`src/rtl/cacc_pkg.sv`:
```
// Package for the address-claim controller: widths, codes and result record.
// No dependencies; used by every other file of the block.
`timescale 1ns / 1ps
package cacc_pkg;
    localparam int NameW = 64;
    localparam int DefTableDepth = 32;

    localparam logic [1:0] OP_FRAME  = 2'd0;
    localparam logic [1:0] OP_TICK   = 2'd1;
    localparam logic [1:0] OP_LOOKUP = 2'd2;

    localparam logic [2:0] RK_SEND   = 3'd0;
    localparam logic [2:0] RK_STATUS = 3'd1;
    localparam logic [2:0] RK_ENTRY  = 3'd2;
    localparam logic [2:0] RK_LOOKUP = 3'd3;
    localparam logic [2:0] RK_FULL   = 3'd4;

    localparam logic [2:0] ST_INIT    = 3'd0;
    localparam logic [2:0] ST_SEND    = 3'd1;
    localparam logic [2:0] ST_WAIT    = 3'd2;
    localparam logic [2:0] ST_BUILD   = 3'd3;
    localparam logic [2:0] ST_CLAIMED = 3'd4;
    localparam logic [2:0] ST_SELECT  = 3'd5;

    localparam logic [1:0] REG_NAME = 2'd0;
    localparam logic [1:0] REG_PREF = 2'd1;
    localparam logic [1:0] REG_WAIT = 2'd2;

    localparam logic [15:0] PGN_CLAIM = 16'hEEFF;
    localparam logic [15:0] PGN_REQ   = 16'hEAFF;
    localparam logic [7:0]  PF_CLAIM  = 8'hEE;
    localparam logic [7:0]  PF_REQ    = 8'hEA;
    localparam logic [23:0] REQ_CLAIM_PGN = 24'd60928;
    localparam logic [63:0] REQ_PAYLOAD = 64'hFFFF_FFFF_FF00_EE00;
    localparam logic [7:0]  ADDR_NULL = 8'hFF;
    localparam logic [7:0]  ADDR_BCAST = 8'hFF;

    typedef struct packed {
        logic [2:0]  result_kind;
        logic [15:0] tx_pgn;
        logic [2:0]  tx_priority;
        logic [7:0]  tx_source;
        logic [63:0] tx_payload;
        logic [2:0]  claim_state;
        logic [7:0]  claimed_address;
        logic [63:0] entry_name;
        logic [7:0]  entry_address;
        logic        found;
        logic        last;
    } result_t;

    typedef struct packed {
        logic [1:0]  operation;
        logic [7:0]  rx_format;
        logic [7:0]  rx_specific;
        logic [7:0]  rx_source;
        logic [63:0] rx_payload;
    } item_t;

    // Next address after a lost contest: ((a - 127) rem 111) + 128, truncating.
    function automatic logic [7:0] next_address(input logic [7:0] a);
        logic [8:0] d;
        logic [7:0] m;
        if (a >= 8'd127)
        begin
            d = {1'b0, a} - 9'd127;
            m = (d >= 9'd111) ? 8'(d - 9'd111) : d[7:0];
            next_address = 8'(m + 8'd128);
        end
        else
        begin
            d = 9'd127 - {1'b0, a};
            m = (d >= 9'd111) ? 8'(d - 9'd111) : d[7:0];
            next_address = 8'(8'd128 - m);
        end
    endfunction
endpackage

```
`src/rtl/cacc_if.sv`:
```
// Valid/ready channel carrying one payload record.
// Depends on cacc_pkg for the default payload type.
`timescale 1ns / 1ps
interface cacc_if #(parameter type T = cacc_pkg::item_t);
    logic valid;
    logic ready;
    T     data;
    modport source (output valid, output data, input ready);
    modport sink (input valid, input data, output ready);
endinterface

```
`src/rtl/can_address_claim_controller.sv`:
```
// Top level of the address-claim controller: sequencer, claim state, output register.
// Depends on cacc_pkg, cacc_if and cacc_table.
`timescale 1ns / 1ps
// A new request is accepted only once the previous item is finished and the sequencer is
// idle again. The longest item is the tick that builds the table: it starts its table
// walk from the search state that follows acceptance and then emits up to three results.
// Claim frames and lookups start their walk on acceptance. Any request that touches
// the table walks every entry through the table's single read port, one entry per cycle.
// Each result then waits for the output register to be taken. The user must write
// configuration only while idle; the block itself does not enforce it.
module can_address_claim_controller import cacc_pkg::*; #(
    parameter int TableDepth = DefTableDepth
) (
    input  logic        clk,
    input  logic        rst_n,
    input  logic        cfg_we,
    input  logic [1:0]  cfg_index,
    input  logic [63:0] cfg_data,
    cacc_if.sink        in_ch,
    cacc_if.source      out_ch
);
    localparam int IW = $clog2(TableDepth);

    typedef enum logic [2:0] {S_IDLE, S_SEARCH, S_PUT, S_EMIT, S_DONE} seq_t;

    seq_t        seq_reg;
    item_t       item_reg;
    logic [63:0] own_name_reg;
    logic [7:0]  pref_reg;
    logic [7:0]  wait_ticks_reg;
    logic [2:0]  fsm_reg;
    logic [2:0]  prev_reg;
    logic [7:0]  cur_addr_reg;
    logic [7:0]  wait_cnt_reg;
    result_t     q_reg [3];
    logic [1:0]  qn_reg;
    logic [1:0]  qi_reg;
    logic [63:0] put_name_reg;
    logic [7:0]  put_addr_reg;
    logic        put_reg;
    logic        out_v_reg;
    result_t     out_reg;

    logic        t_start, t_done, t_hit, t_free;
    logic [IW-1:0] t_hit_idx, t_free_idx;
    logic [7:0]  t_hit_addr;
    logic        t_we;
    logic [IW-1:0] t_widx;
    logic [63:0] t_key;

    assign t_key = put_reg ? put_name_reg : item_reg.rx_payload;

    cacc_table #(.TableDepth(TableDepth)) u_table (
        .clk(clk), .rst_n(rst_n), .start(t_start), .key(t_key),
        .wr_en(t_we), .wr_idx(t_widx), .wr_name(put_name_reg), .wr_addr(put_addr_reg),
        .done(t_done), .hit(t_hit), .hit_idx(t_hit_idx), .hit_addr(t_hit_addr),
        .free_ok(t_free), .free_idx(t_free_idx)
    );

    assign in_ch.ready = (seq_reg == S_IDLE);
    assign out_ch.valid = out_v_reg;
    assign out_ch.data = out_reg;

    function automatic result_t frame_res(input logic req, input logic [7:0] sa,
                                          input logic [63:0] nm);
        result_t r;
        r = '0;
        r.result_kind = RK_SEND;
        r.tx_pgn = req ? PGN_REQ : PGN_CLAIM;
        r.tx_priority = req ? 3'd3 : 3'd6;
        r.tx_source = sa;
        r.tx_payload = req ? REQ_PAYLOAD : nm;
        return r;
    endfunction

    always_comb
    begin
        t_start = 1'b0;
        t_we = 1'b0;
        t_widx = t_hit ? t_hit_idx : t_free_idx;
        // Only a put writes the table; a lookup walk leaves it untouched.
        if (seq_reg == S_PUT && t_done && put_reg)
            t_we = t_hit ? (t_hit_addr != put_addr_reg) : t_free;
        if (in_ch.valid && in_ch.ready
            && ((in_ch.data.operation == OP_FRAME && in_ch.data.rx_format == PF_CLAIM)
                || in_ch.data.operation == OP_LOOKUP))
            t_start = 1'b1;
        if (seq_reg == S_SEARCH && put_reg)
            t_start = 1'b1;
    end

    always_ff @(posedge clk or negedge rst_n)
    begin
        result_t r;
        logic [2:0] nf;
        logic [1:0] n;
        seq_t seq_next;
        logic out_v_next;
        logic put_next;
        logic [7:0] cur_addr_next;
        if (!rst_n)
        begin
            seq_reg <= S_IDLE;
            own_name_reg <= '0;
            pref_reg <= 8'd128;
            wait_ticks_reg <= 8'd3;
            fsm_reg <= ST_INIT;
            prev_reg <= ST_INIT;
            cur_addr_reg <= 8'd128;
            wait_cnt_reg <= '0;
            qn_reg <= '0;
            qi_reg <= '0;
            put_reg <= 1'b0;
            out_v_reg <= 1'b0;
            item_reg <= '0;
            put_name_reg <= '0;
            put_addr_reg <= '0;
            out_reg <= '0;
            for (int k = 0; k < 3; k++)
                q_reg[k] <= '0;
        end
        else
        begin
            r = '0;
            nf = fsm_reg;
            n = qn_reg;
            seq_next = seq_reg;
            out_v_next = out_v_reg;
            put_next = put_reg;
            cur_addr_next = cur_addr_reg;
            if (out_ch.valid && out_ch.ready)
                out_v_next = 1'b0;
            if (cfg_we)
            begin
                case (cfg_index)
                    REG_NAME: own_name_reg <= cfg_data;
                    REG_PREF:
                    begin
                        pref_reg <= cfg_data[7:0];
                        cur_addr_next = cfg_data[7:0];
                    end
                    REG_WAIT: wait_ticks_reg <= cfg_data[7:0];
                    default: ;
                endcase
            end
            case (seq_reg)
                S_IDLE:
                begin
                    if (in_ch.valid)
                    begin
                        item_reg <= in_ch.data;
                        qi_reg <= '0;
                        put_next = 1'b0;
                        n = 2'd0;
                        seq_next = S_DONE;
                        case (in_ch.data.operation)
                            OP_FRAME:
                            begin
                                if (in_ch.data.rx_format == PF_CLAIM)
                                begin
                                    if (in_ch.data.rx_source == cur_addr_reg)
                                        fsm_reg <= (own_name_reg < in_ch.data.rx_payload)
                                                   ? ST_SEND : ST_SELECT;
                                    put_name_reg <= in_ch.data.rx_payload;
                                    put_addr_reg <= in_ch.data.rx_source;
                                    put_next = 1'b1;
                                    seq_next = S_PUT;
                                end
                                else if (in_ch.data.rx_format == PF_REQ
                                    && (in_ch.data.rx_specific == cur_addr_reg
                                        || in_ch.data.rx_specific == ADDR_BCAST)
                                    && in_ch.data.rx_payload[23:0] == REQ_CLAIM_PGN
                                    && cur_addr_reg != ADDR_NULL)
                                    fsm_reg <= ST_SEND;
                            end
                            OP_TICK:
                            begin
                                case (fsm_reg)
                                    ST_INIT:
                                    begin
                                        wait_cnt_reg <= wait_ticks_reg;
                                        q_reg[n] <= frame_res(1'b0, cur_addr_reg, own_name_reg);
                                        n = n + 2'd1;
                                        nf = ST_WAIT;
                                    end
                                    ST_SEND:
                                    begin
                                        q_reg[n] <= frame_res(1'b0, cur_addr_reg, own_name_reg);
                                        n = n + 2'd1;
                                        nf = prev_reg;
                                    end
                                    ST_WAIT:
                                    begin
                                        if (wait_cnt_reg <= 8'd1)
                                        begin
                                            wait_cnt_reg <= '0;
                                            nf = ST_BUILD;
                                        end
                                        else
                                            wait_cnt_reg <= wait_cnt_reg - 8'd1;
                                    end
                                    ST_BUILD:
                                    begin
                                        q_reg[n] <= frame_res(1'b1, cur_addr_reg, own_name_reg);
                                        n = n + 2'd1;
                                        nf = ST_CLAIMED;
                                        put_name_reg <= own_name_reg;
                                        put_addr_reg <= cur_addr_reg;
                                        put_next = 1'b1;
                                        seq_next = S_SEARCH;
                                    end
                                    ST_SELECT:
                                    begin
                                        cur_addr_next = next_address(cur_addr_reg);
                                        wait_cnt_reg <= wait_ticks_reg;
                                        q_reg[n] <= frame_res(1'b0, next_address(cur_addr_reg),
                                                              own_name_reg);
                                        n = n + 2'd1;
                                        nf = ST_WAIT;
                                    end
                                    default: ;
                                endcase
                                fsm_reg <= nf;
                                prev_reg <= nf;
                                // Status for a build tick is queued after the table put.
                                if (nf != prev_reg && fsm_reg != ST_BUILD)
                                begin
                                    r.result_kind = RK_STATUS;
                                    r.claim_state = nf;
                                    q_reg[n] <= r;
                                    n = n + 2'd1;
                                end
                                if (fsm_reg != ST_BUILD)
                                    seq_next = (n != 2'd0) ? S_EMIT : S_DONE;
                            end
                            OP_LOOKUP: seq_next = S_PUT;
                            default: ;
                        endcase
                        qn_reg <= n;
                    end
                end
                S_SEARCH: seq_next = S_PUT;
                S_PUT:
                begin
                    if (t_done)
                    begin
                        if (item_reg.operation == OP_LOOKUP)
                        begin
                            r.result_kind = RK_LOOKUP;
                            r.entry_name = item_reg.rx_payload;
                            r.entry_address = t_hit ? t_hit_addr : 8'd0;
                            r.found = t_hit;
                            q_reg[n] <= r;
                            n = n + 2'd1;
                        end
                        else
                        begin
                            if (!t_hit && !t_free)
                            begin
                                r.result_kind = RK_FULL;
                                r.entry_name = put_name_reg;
                                q_reg[n] <= r;
                                n = n + 2'd1;
                            end
                            else if (!t_hit || t_hit_addr != put_addr_reg)
                            begin
                                r.result_kind = RK_ENTRY;
                                r.entry_name = put_name_reg;
                                r.entry_address = put_addr_reg;
                                q_reg[n] <= r;
                                n = n + 2'd1;
                            end
                            if (item_reg.operation == OP_TICK)
                            begin
                                // Build tick always moves to claimed, which is a change.
                                r = '0;
                                r.result_kind = RK_STATUS;
                                r.claim_state = ST_CLAIMED;
                                r.claimed_address = cur_addr_reg;
                                q_reg[n] <= r;
                                n = n + 2'd1;
                            end
                        end
                        qn_reg <= n;
                        seq_next = (n != 2'd0) ? S_EMIT : S_DONE;
                    end
                end
                S_EMIT:
                begin
                    if (!out_v_reg || out_ch.ready)
                    begin
                        r = q_reg[qi_reg];
                        r.last = (qi_reg + 2'd1 == qn_reg);
                        out_reg <= r;
                        out_v_next = 1'b1;
                        qi_reg <= qi_reg + 2'd1;
                        if (qi_reg + 2'd1 == qn_reg)
                            seq_next = S_DONE;
                    end
                end
                S_DONE: seq_next = S_IDLE;
                default: seq_next = S_IDLE;
            endcase
            seq_reg <= seq_next;
            out_v_reg <= out_v_next;
            put_reg <= put_next;
            cur_addr_reg <= cur_addr_next;
        end
    end

    assert property (@(posedge clk) disable iff (!rst_n)
        (seq_reg != S_IDLE) |-> !in_ch.ready)
        else $error("input taken while an item is in progress");
    assert property (@(posedge clk) disable iff (!rst_n)
        (seq_reg == S_EMIT) |-> (qn_reg != 2'd0) && (qi_reg < qn_reg))
        else $error("result queue index out of range");
    assert property (@(posedge clk) disable iff (!rst_n)
        (out_ch.valid && out_ch.data.result_kind == RK_STATUS
         && out_ch.data.claim_state != ST_CLAIMED) |-> (out_ch.data.claimed_address == 8'd0))
        else $error("claimed address reported outside claimed state");
endmodule

```
`src/rtl/cacc_table.sv`:
```
// Name-to-address table: one search walker compares one stored entry per cycle.
// Depends on cacc_pkg.
`timescale 1ns / 1ps
module cacc_table import cacc_pkg::*; #(
    parameter int TableDepth = DefTableDepth
) (
    input  logic                         clk,
    input  logic                         rst_n,
    input  logic                         start,
    input  logic [63:0]                  key,
    input  logic                         wr_en,
    input  logic [$clog2(TableDepth)-1:0] wr_idx,
    input  logic [63:0]                  wr_name,
    input  logic [7:0]                   wr_addr,
    output logic                         done,
    output logic                         hit,
    output logic [$clog2(TableDepth)-1:0] hit_idx,
    output logic [7:0]                   hit_addr,
    output logic                         free_ok,
    output logic [$clog2(TableDepth)-1:0] free_idx
);
    localparam int IW = $clog2(TableDepth);
    localparam int CW = $clog2(TableDepth + 1);

    logic [63:0] names_mem [TableDepth];
    logic [7:0]  addr_mem [TableDepth];
    logic [TableDepth-1:0] valid_reg;
    logic        busy_reg;
    logic [CW-1:0] cnt_reg;
    logic [63:0] rd_name_reg;
    logic [7:0]  rd_addr_reg;
    logic        rd_v_reg;
    logic        cmp_reg;
    logic [IW-1:0] cmp_idx_reg;

    // Read is registered; the compare works on the registered read of the previous counter value.
    always_ff @(posedge clk)
    begin
        if (wr_en)
        begin
            names_mem[wr_idx] <= wr_name;
            addr_mem[wr_idx]  <= wr_addr;
        end
        rd_name_reg <= names_mem[cnt_reg[IW-1:0]];
        rd_addr_reg <= addr_mem[cnt_reg[IW-1:0]];
    end

    always_ff @(posedge clk or negedge rst_n)
    begin
        if (!rst_n)
        begin
            valid_reg <= '0;
            busy_reg <= 1'b0;
            cnt_reg <= '0;
            cmp_reg <= 1'b0;
            cmp_idx_reg <= '0;
            rd_v_reg <= 1'b0;
            done <= 1'b0;
            hit <= 1'b0;
            hit_idx <= '0;
            hit_addr <= '0;
            free_ok <= 1'b0;
            free_idx <= '0;
        end
        else
        begin
            done <= 1'b0;
            if (wr_en)
                valid_reg[wr_idx] <= 1'b1;
            if (start)
            begin
                busy_reg <= 1'b1;
                cnt_reg <= '0;
                cmp_reg <= 1'b0;
                hit <= 1'b0;
                free_ok <= 1'b0;
            end
            else if (busy_reg)
            begin
                cmp_reg <= (cnt_reg < CW'(TableDepth));
                cmp_idx_reg <= cnt_reg[IW-1:0];
                rd_v_reg <= (cnt_reg < CW'(TableDepth)) && valid_reg[cnt_reg[IW-1:0]];
                if (cnt_reg < CW'(TableDepth))
                    cnt_reg <= CW'(cnt_reg + 1'b1);
                if (cmp_reg)
                begin
                    if (rd_v_reg && rd_name_reg == key && !hit)
                    begin
                        hit <= 1'b1;
                        hit_idx <= cmp_idx_reg;
                        hit_addr <= rd_addr_reg;
                    end
                    if (!rd_v_reg && !free_ok)
                    begin
                        free_ok <= 1'b1;
                        free_idx <= cmp_idx_reg;
                    end
                end
                else if (cnt_reg == CW'(TableDepth))
                begin
                    busy_reg <= 1'b0;
                    done <= 1'b1;
                end
            end
        end
    end
endmodule

```
`src/flat_wrapper.sv`:
```
// flat-port wrapper written by rule: the top's interface ports become plain ports
module can_address_claim_controller_flat import cacc_pkg::*;
#(
    parameter int TableDepth = DefTableDepth
)
  (clk, rst_n, cfg_we, cfg_index, cfg_data, in_ch_valid, in_ch_data, in_ch_ready, out_ch_valid, out_ch_data, out_ch_ready);
  cacc_if #(.T(item_t)) in_ch_i ();
  cacc_if #(.T(result_t)) out_ch_i ();
  input  logic clk;
  input  logic rst_n;
  input  logic cfg_we;
  input  logic [1:0] cfg_index;
  input  logic [63:0] cfg_data;
  input wire logic [$bits(in_ch_i.valid)-1:0] in_ch_valid;
  input wire logic [$bits(in_ch_i.data)-1:0] in_ch_data;
  output wire logic [$bits(in_ch_i.ready)-1:0] in_ch_ready;
  output wire logic [$bits(out_ch_i.valid)-1:0] out_ch_valid;
  output wire logic [$bits(out_ch_i.data)-1:0] out_ch_data;
  input wire logic [$bits(out_ch_i.ready)-1:0] out_ch_ready;
  assign in_ch_i.valid = in_ch_valid;
  assign in_ch_i.data = in_ch_data;
  assign in_ch_ready = in_ch_i.ready;
  assign out_ch_valid = out_ch_i.valid;
  assign out_ch_data = out_ch_i.data;
  assign out_ch_i.ready = out_ch_ready;
  can_address_claim_controller #(.TableDepth(TableDepth)) u_core (.clk(clk), .rst_n(rst_n), .cfg_we(cfg_we), .cfg_index(cfg_index), .cfg_data(cfg_data), .in_ch(in_ch_i), .out_ch(out_ch_i));
endmodule
```
`config.mk`:
```
export PLATFORM = sky130hd
export DESIGN_NAME = can_address_claim_controller_flat
export DESIGN_NICKNAME = d
export VERILOG_FILES = /design/src/rtl/cacc_pkg.sv /design/src/rtl/cacc_if.sv /design/src/rtl/can_address_claim_controller.sv /design/src/rtl/cacc_table.sv /design/src/flat_wrapper.sv
export SDC_FILE = /design/constraint.sdc
export NUM_CORES = 2
export LEC_CHECK = 0
export BUFFER_PORTS_ARGS = -buffer_cell sky130_fd_sc_hd__buf_2
export CELL_PAD_IN_SITES_DETAIL_PLACEMENT = 0
export CELL_PAD_IN_SITES_GLOBAL_PLACEMENT = 1
export CORE_UTILIZATION = 48
export CTS_CLUSTER_SIZE = 28
export DETAILED_ROUTE_END_ITERATION = 6
export PLACE_DENSITY = 0.76
export SLEW_MARGIN = 25
export SYNTH_ARGS = -nofsm -noshare
export SYNTH_HDL_FRONTEND = slang
export SYNTH_SLANG_ARGS = --single-unit
```
`constraint.sdc`:
```
create_clock -name clk -period 4.99 [get_ports clk]
set_input_delay 0.998 -clock clk [delete_from_list [all_inputs] [get_ports clk]]
set_output_delay 0.998 -clock clk [all_outputs]
set_load 0.1 [all_outputs]
```
### Word-level counts from Yosys, hierarchy flattened

Memory sizes are Yosys's and may differ from the RTL's. A register that Yosys moved wholly into a read port is not among the register bits.
Cells that the tools add are included.
W data, S select, Z words.

* register bits after elaboration: 1024
* word-level logic and storage cells: 340
* input port bits: 161
* memory bits (writable): 2304
* memories: 2

Memory list
* u_core.u_table.names_mem: depth 32, width 64, rd ports 1, clocked after Yosys merged registers in 1, write ports 1, RTL line cacc_table.sv:25 `logic [63:0] names_mem [TableDepth];`
* u_core.u_table.addr_mem: depth 32, width 8, rd ports 1, clocked after Yosys merged registers in 1, write ports 1, RTL line cacc_table.sv:26 `logic [7:0] addr_mem [TableDepth];`

* $lt $le $gt $ge: 16
* eq/ne operators: 36
* $add $sub $neg: 12
* bitwise operators: 6
* reduce and logical (&&, ||, !) cells: 65
* multiplexer cells: 132

Operators with widths (count)
* $mux W537: 11
* $bwmux W537: 5
* $mux W179: 8
* $demux W179 S2: 3
* $pmux W537 S2: 1
* $pmux W179 S3: 1
* $bmux W179 S2: 1
* $mux W64: 3
* $pmux W64 S2: 1
* $mux W8: 13
* $eq A64 B64 Y1: 1
* $lt A64 B64 Y1: 1
* $mux W3: 17
* $mux W2: 21
* $mux W1: 32
* $or A32 B32 Y32: 1
* $pmux W8 S2: 2
* $eq A24 B16 Y1 const B: 1
* $eq A8 B8 Y1 const B: 3
* $pmux W3 S4: 2
* $reduce_bool A2 Y1: 11
* $logic_and A1 B1 Y1: 20
* $reduce_and A4 Y1: 5
* $ge A9 B7 Y1 const B: 2
* 49 further kinds: 101

### Logic depth before layout (Yosys ltp)

* depth in word-level cells: 18
* depth in mapped cells: 17
* mapped depth without buffers: 15

### Hierarchy

From an unflattened synthesis, not the netlist that was laid out.

* cell total of the unflattened synthesis: 8469
* area total of the unflattened synthesis: 139068.4 um^2

Modules (own cells, without submodules)
* cacc_table: instances 1, cells each 3730, area each 92074.6 um^2
* can_address_claim_controller: instances 1, cells each 4739, area each 46993.8 um^2

### Worst setup path before layout

Ideal clock, no wire load.

* path kind: reg-to-reg
* from: register u_core.put_addr_reg[0]
* to: memory u_core.u_table.addr_mem[11][0], enable pin
* stages on the path, launching flop included: 10
* library setup time: 0.504 ns
* path buffers: 1
* arrival: 4.818 ns
* path slack: -0.332 ns
* clock period less this slack: 5.322 ns
* cell sequence: dfrtp_1 xnor2_1 nand4_1 nor3_1 nor2_1 and3_1 nor2b_1 nand2b_1 clkbuf_1 nor2_1

* longest elaborated chain between the ends: 5

RTL lines
* start, declared: RTL line can_address_claim_controller.sv:39 `logic [7:0] put_addr_reg;`
* start signal, assigned: RTL line can_address_claim_controller.sv:165 `put_addr_reg <= in_ch.data.rx_source;`
* start signal, assigned: RTL line can_address_claim_controller.sv:208 `put_addr_reg <= cur_addr_reg;`
* $ne A8 B8 Y1: RTL line can_address_claim_controller.sv:83 `t_we = t_hit ? (t_hit_addr != put_addr_reg) : t_free;`
* $mux W1: RTL line can_address_claim_controller.sv:83
* $mux W1: RTL line can_address_claim_controller.sv:82 `if (seq_reg == S_PUT && t_done && put_reg)`
* $mux W1: RTL line cacc_table.sv:39 `if (wr_en)`
* $mux W1 (not written as such): RTL line cacc_table.sv:42 `addr_mem[wr_idx] <= wr_addr;`
* end, declared: RTL line cacc_table.sv:26

Every way passes these cells.

### Worst setup path in the final report

* from: register u_core.put_reg
* to: register u_core.u_table.hit_addr[2]

* longest elaborated chain between the ends: 5
* elaborated cells on any way between the ends: 8

RTL lines
* start, declared: RTL line can_address_claim_controller.sv:40 `logic put_reg;`
* start signal, assigned: RTL line can_address_claim_controller.sv:306 `put_reg <= put_next;`
* $mux W64: RTL line can_address_claim_controller.sv:51 `assign t_key = put_reg ? put_name_reg : item_reg.rx_payload;`
* $eq A64 B64 Y1: RTL line cacc_table.sv:87 `if (rd_v_reg && rd_name_reg == key && !hit)`
* $logic_and A1 B1 Y1 (2 in series): RTL line cacc_table.sv:87
* $reduce_and A4 Y1 (no source line) *
* end signal, assigned: RTL line cacc_table.sv:91 `hit_addr <= rd_addr_reg;`
* end, declared: RTL line cacc_table.sv:18 `output logic [7:0] hit_addr,`

Every way passes the cells marked *; elsewhere a longest branch is shown, timed or not.
A chain may end at the register's enable or synchronous reset.

==> qor.yml <==
clock_path_buffers: 4
syn_nets: 8986
cts.sinks: 3397
crit_type: "reg -> reg"
setup_ws_ps: 400.3
cts_hold_buffers: 0
fillers: 22300
worstSetupEndpoint: "u_core.u_table.hit_addr[2]"
fmax_mhz: 217.9
synth_edf_count: 2304
cellPowerDensity_nw_per_um2: 547.1
largest_reg_flops: 2048
wl_per_cell_um: 30.01
power_switching_mw: 30.33
r2r-end: "u_core.u_table.hit_addr[2]"
rsz0062_at_grt: "false"
leakagePower_nw: 62.47
r2r_cells: 8
postCtsSetupBuffers: 0
status: "finished, violations left"
ys_warn_count: 0
final.setup_skew_ps: 74.58
grt_pass1_wl_mm: 576.9
final_antenna_net_count: 0
avgSynthCellArea_um2: 15.78
tightest_slew_ps: 1145
path_max_fanout: 37
die-area_um2: 289600
synthesis.area_um2: 138000
drv_slew: 0
hpwl_mm: 241.8
fin_setup_tns_ps: 0
max_slew_margin: 0.2297
synth_cells: 8745
violations: "DRC"
grt_pass1_vias: 81670
grt_max_degree: 241
synthFlopType: "edfxtp_1"
drv_cap: 0
dr.pass1.iters: 7
synth_top_area_cell: "edfxtp_1"
nets: 9432
peakVddDrop_mv: 0.5306
initial_core_util: 0.4834
cp.required_ps: 5740
arrival_ps: 5340
end_kind: "flop"
regToRegStartpoint: "u_core.put_reg"
clkLatencyLatePin_ps: 920
ys_types: 79
final_cell_area_um2: 157400
min_path_type: "in -> async"
first_iter_violations: 10240
power_frac_clock: 0.299
routed_wl_mm: 397.2
p_int_mw: 55.80
htree_num_levels: 5
ios: 342
place_ws_ps: 453.6
root_buffer: "clkbuf_16"
std_cell_rows: 196
startpoint: "u_core.put_reg"
cts_tree: "done"
ys_top_cells_by_area: "edfxtp_1 50%, dfrtp_1 18%, mux4_2 10%"
dpl-instance-area_um2: 146200
drive_gt1_frac: 0.2225
syn2layout_area_growth_pct: 14.09
hold_viol: 0
switching_share: 0.3522
routabilityCongestion: 0.8882
vias: 82500
cts_made_buffers: 340
vias_per_cell: 6.233
core_area_um2: 285500
async_flop_share: 0.3006
cp-start-kind: "flop"
grt_usage: 0.2738
drc: 1
synth_top_area_frac: 0.5014
io_buffers: 341
gr-total-overflow: 0
setup_viol: 0
die_h_um: 538.2
seq_area_frac_synth: 0.6970
total_power_mw: 86.13
clk_pin_slew_worst_paths_ps: 70
p_comb_frac: 0.290
setup.reg_to_reg.worst_slack_ps: 400
grt_antenna_before_repair: 16
min_period_over_period: 0.9198
synth_seq_cells: 3397
die_x_um: 538.2
period_minus_slack_ps: 4590
power_frac_seq: 0.411
cts_resized: 0
-- synth_stat cells (186+ instances only) --
| cell type | count |
|---|---|
| mux2_2 | 186 |
| clkbuf_1 | 400 |
| and2_1 | 199 |
| a21oi_1 | 410 |
| nand2_1 | 625 |
| dfrtp_1 | 1018 |
| mux2i_1 | 447 |
| mux4_2 | 617 |
| inv_1 | 235 |
| o21ai_0 | 698 |
| nor2_1 | 438 |
| edfxtp_1 | 2304 |
-- area by class of cell --
type	instances	area [µm²]	share of cell area
inverter	236	885.9	0.005627
clock buffer	450	9440	0.05996
antenna	6	15.01	0.00009537
tap	3762	4707	0.02990
sequential	3397	96210	0.6111
timing repair buffer	659	5285	0.03357
multi-input combinational	4557	39160	0.2487
clock inverter	169	1729	0.01098
-- worst max-delay path, cell delays in order (launching register included) --
cell and delay (ps):
dfrtp_4 700, buf_16 310, mux2i_1 450, xnor2_1 120, nor4_1 960, nand4_1 590, or4_1 690, buf_4 230
mux2_4 310
-- per-stage QoR --
step / std cells / hold slack [ps] / utilization
after global routing: 13230 / 198.4 / 0.5515
after CTS: 13230 / 157.2 / 0.5513
after detailed placement: 12610 / 449.8 / 0.5121
final: 13240 / 171.3 / 0.5515
after floorplan: 8745 / 430.8 / -
after global placement: 12610 / 445.0 / 0.5119
-- cells in the final DEF (no fill, tap or decap), types with 27 or more instances in the layout --
master / Yosys / final
o21ai_0: 698 / 697
clkbuf_16: 0 / 347
inv_1: 235 / 235
o221ai_1: 47 / 47
buf_4: 4 / 226
clkinv_2: 0 / 57
o22ai_1: 45 / 45
a22oi_1: 83 / 83
mux4_2: 617 / 617
xnor2_1: 69 / 69
nand2_1: 625 / 621
mux2i_1: 447 / 447
clkbuf_1: 400 / 66
nor2_1: 438 / 403
a21oi_1: 410 / 410
a222oi_1: 63 / 63
nor2b_1: 29 / 27
clkbuf_8: 0 / 37
nor2_4: 0 / 34
or2_2: 39 / 39
ha_1: 80 / 80
a22o_1: 53 / 53
nand3_1: 95 / 94
buf_12: 0 / 88
mux2_2: 186 / 186
buf_2: 36 / 340
a2bb2oi_1: 46 / 46
and2_1: 199 / 195
nand4_1: 30 / 30
edfxtp_1: 2304 / 2304
dfxtp_1: 72 / 72
clkinv_1: 0 / 34
dfrtp_1: 1018 / 1008
-- cells by family after synthesis --
kind of cell             Yosys count  synth area share
XOR/XNOR                          92          0.005839
multiplexers                    1259            0.1493
AO/OA/AOI/OAI                   1579           0.06823
AND/OR/NAND/NOR                 1547           0.05024
buffers and inverters            791           0.02212
flip-flops                      3397            0.6970
adder cells (fa/ha/maj)           80          0.007254
-- worst min-delay path by stage --
stage / start / to / slack [ps] / depth (start not counted)
finish: rst_n / u_core.q_reg[531] / 170 / 1
global route: rst_n / u_core.q_reg[158] / 200 / 1
detailed placement: u_core.u_table.valid_reg[20] / u_core.u_table.valid_reg[20] / 450 / 1
CTS: rst_n / u_core.q_reg[158] / 160 / 1
floorplan: u_core.u_table.valid_reg[20] / u_core.u_table.valid_reg[20] / 430 / 1
global placement: u_core.u_table.valid_reg[20] / u_core.u_table.valid_reg[20] / 450 / 1
-- layer usage --
layer / routed length, µm / vias up / GRT usage
met5: 67 / - / 0
met3: 38670 / 615 / 0.04965
met2: 185400 / 4363 / 0.4274
li1: - / 34300 / -
met4: 12850 / 10 / 0.08640
met1: 160300 / 43210 / 0.3924
-- power groups by stage --
stage / combinational, mW / clock [mW] / sequential, mW
4_1_cts: 25.0 / 26.0 / 35.3
2_1_floorplan: 14.5 / 0 / 37.5
5_1_grt: 26.5 / 27.1 / 35.6
6_report: 25.0 / 25.7 / 35.4
3_5_place_dp: 24.9 / 0 / 35.8
3_3_place_gp: 24.6 / 0 / 35.8
(Power assumes the default switching activity.)
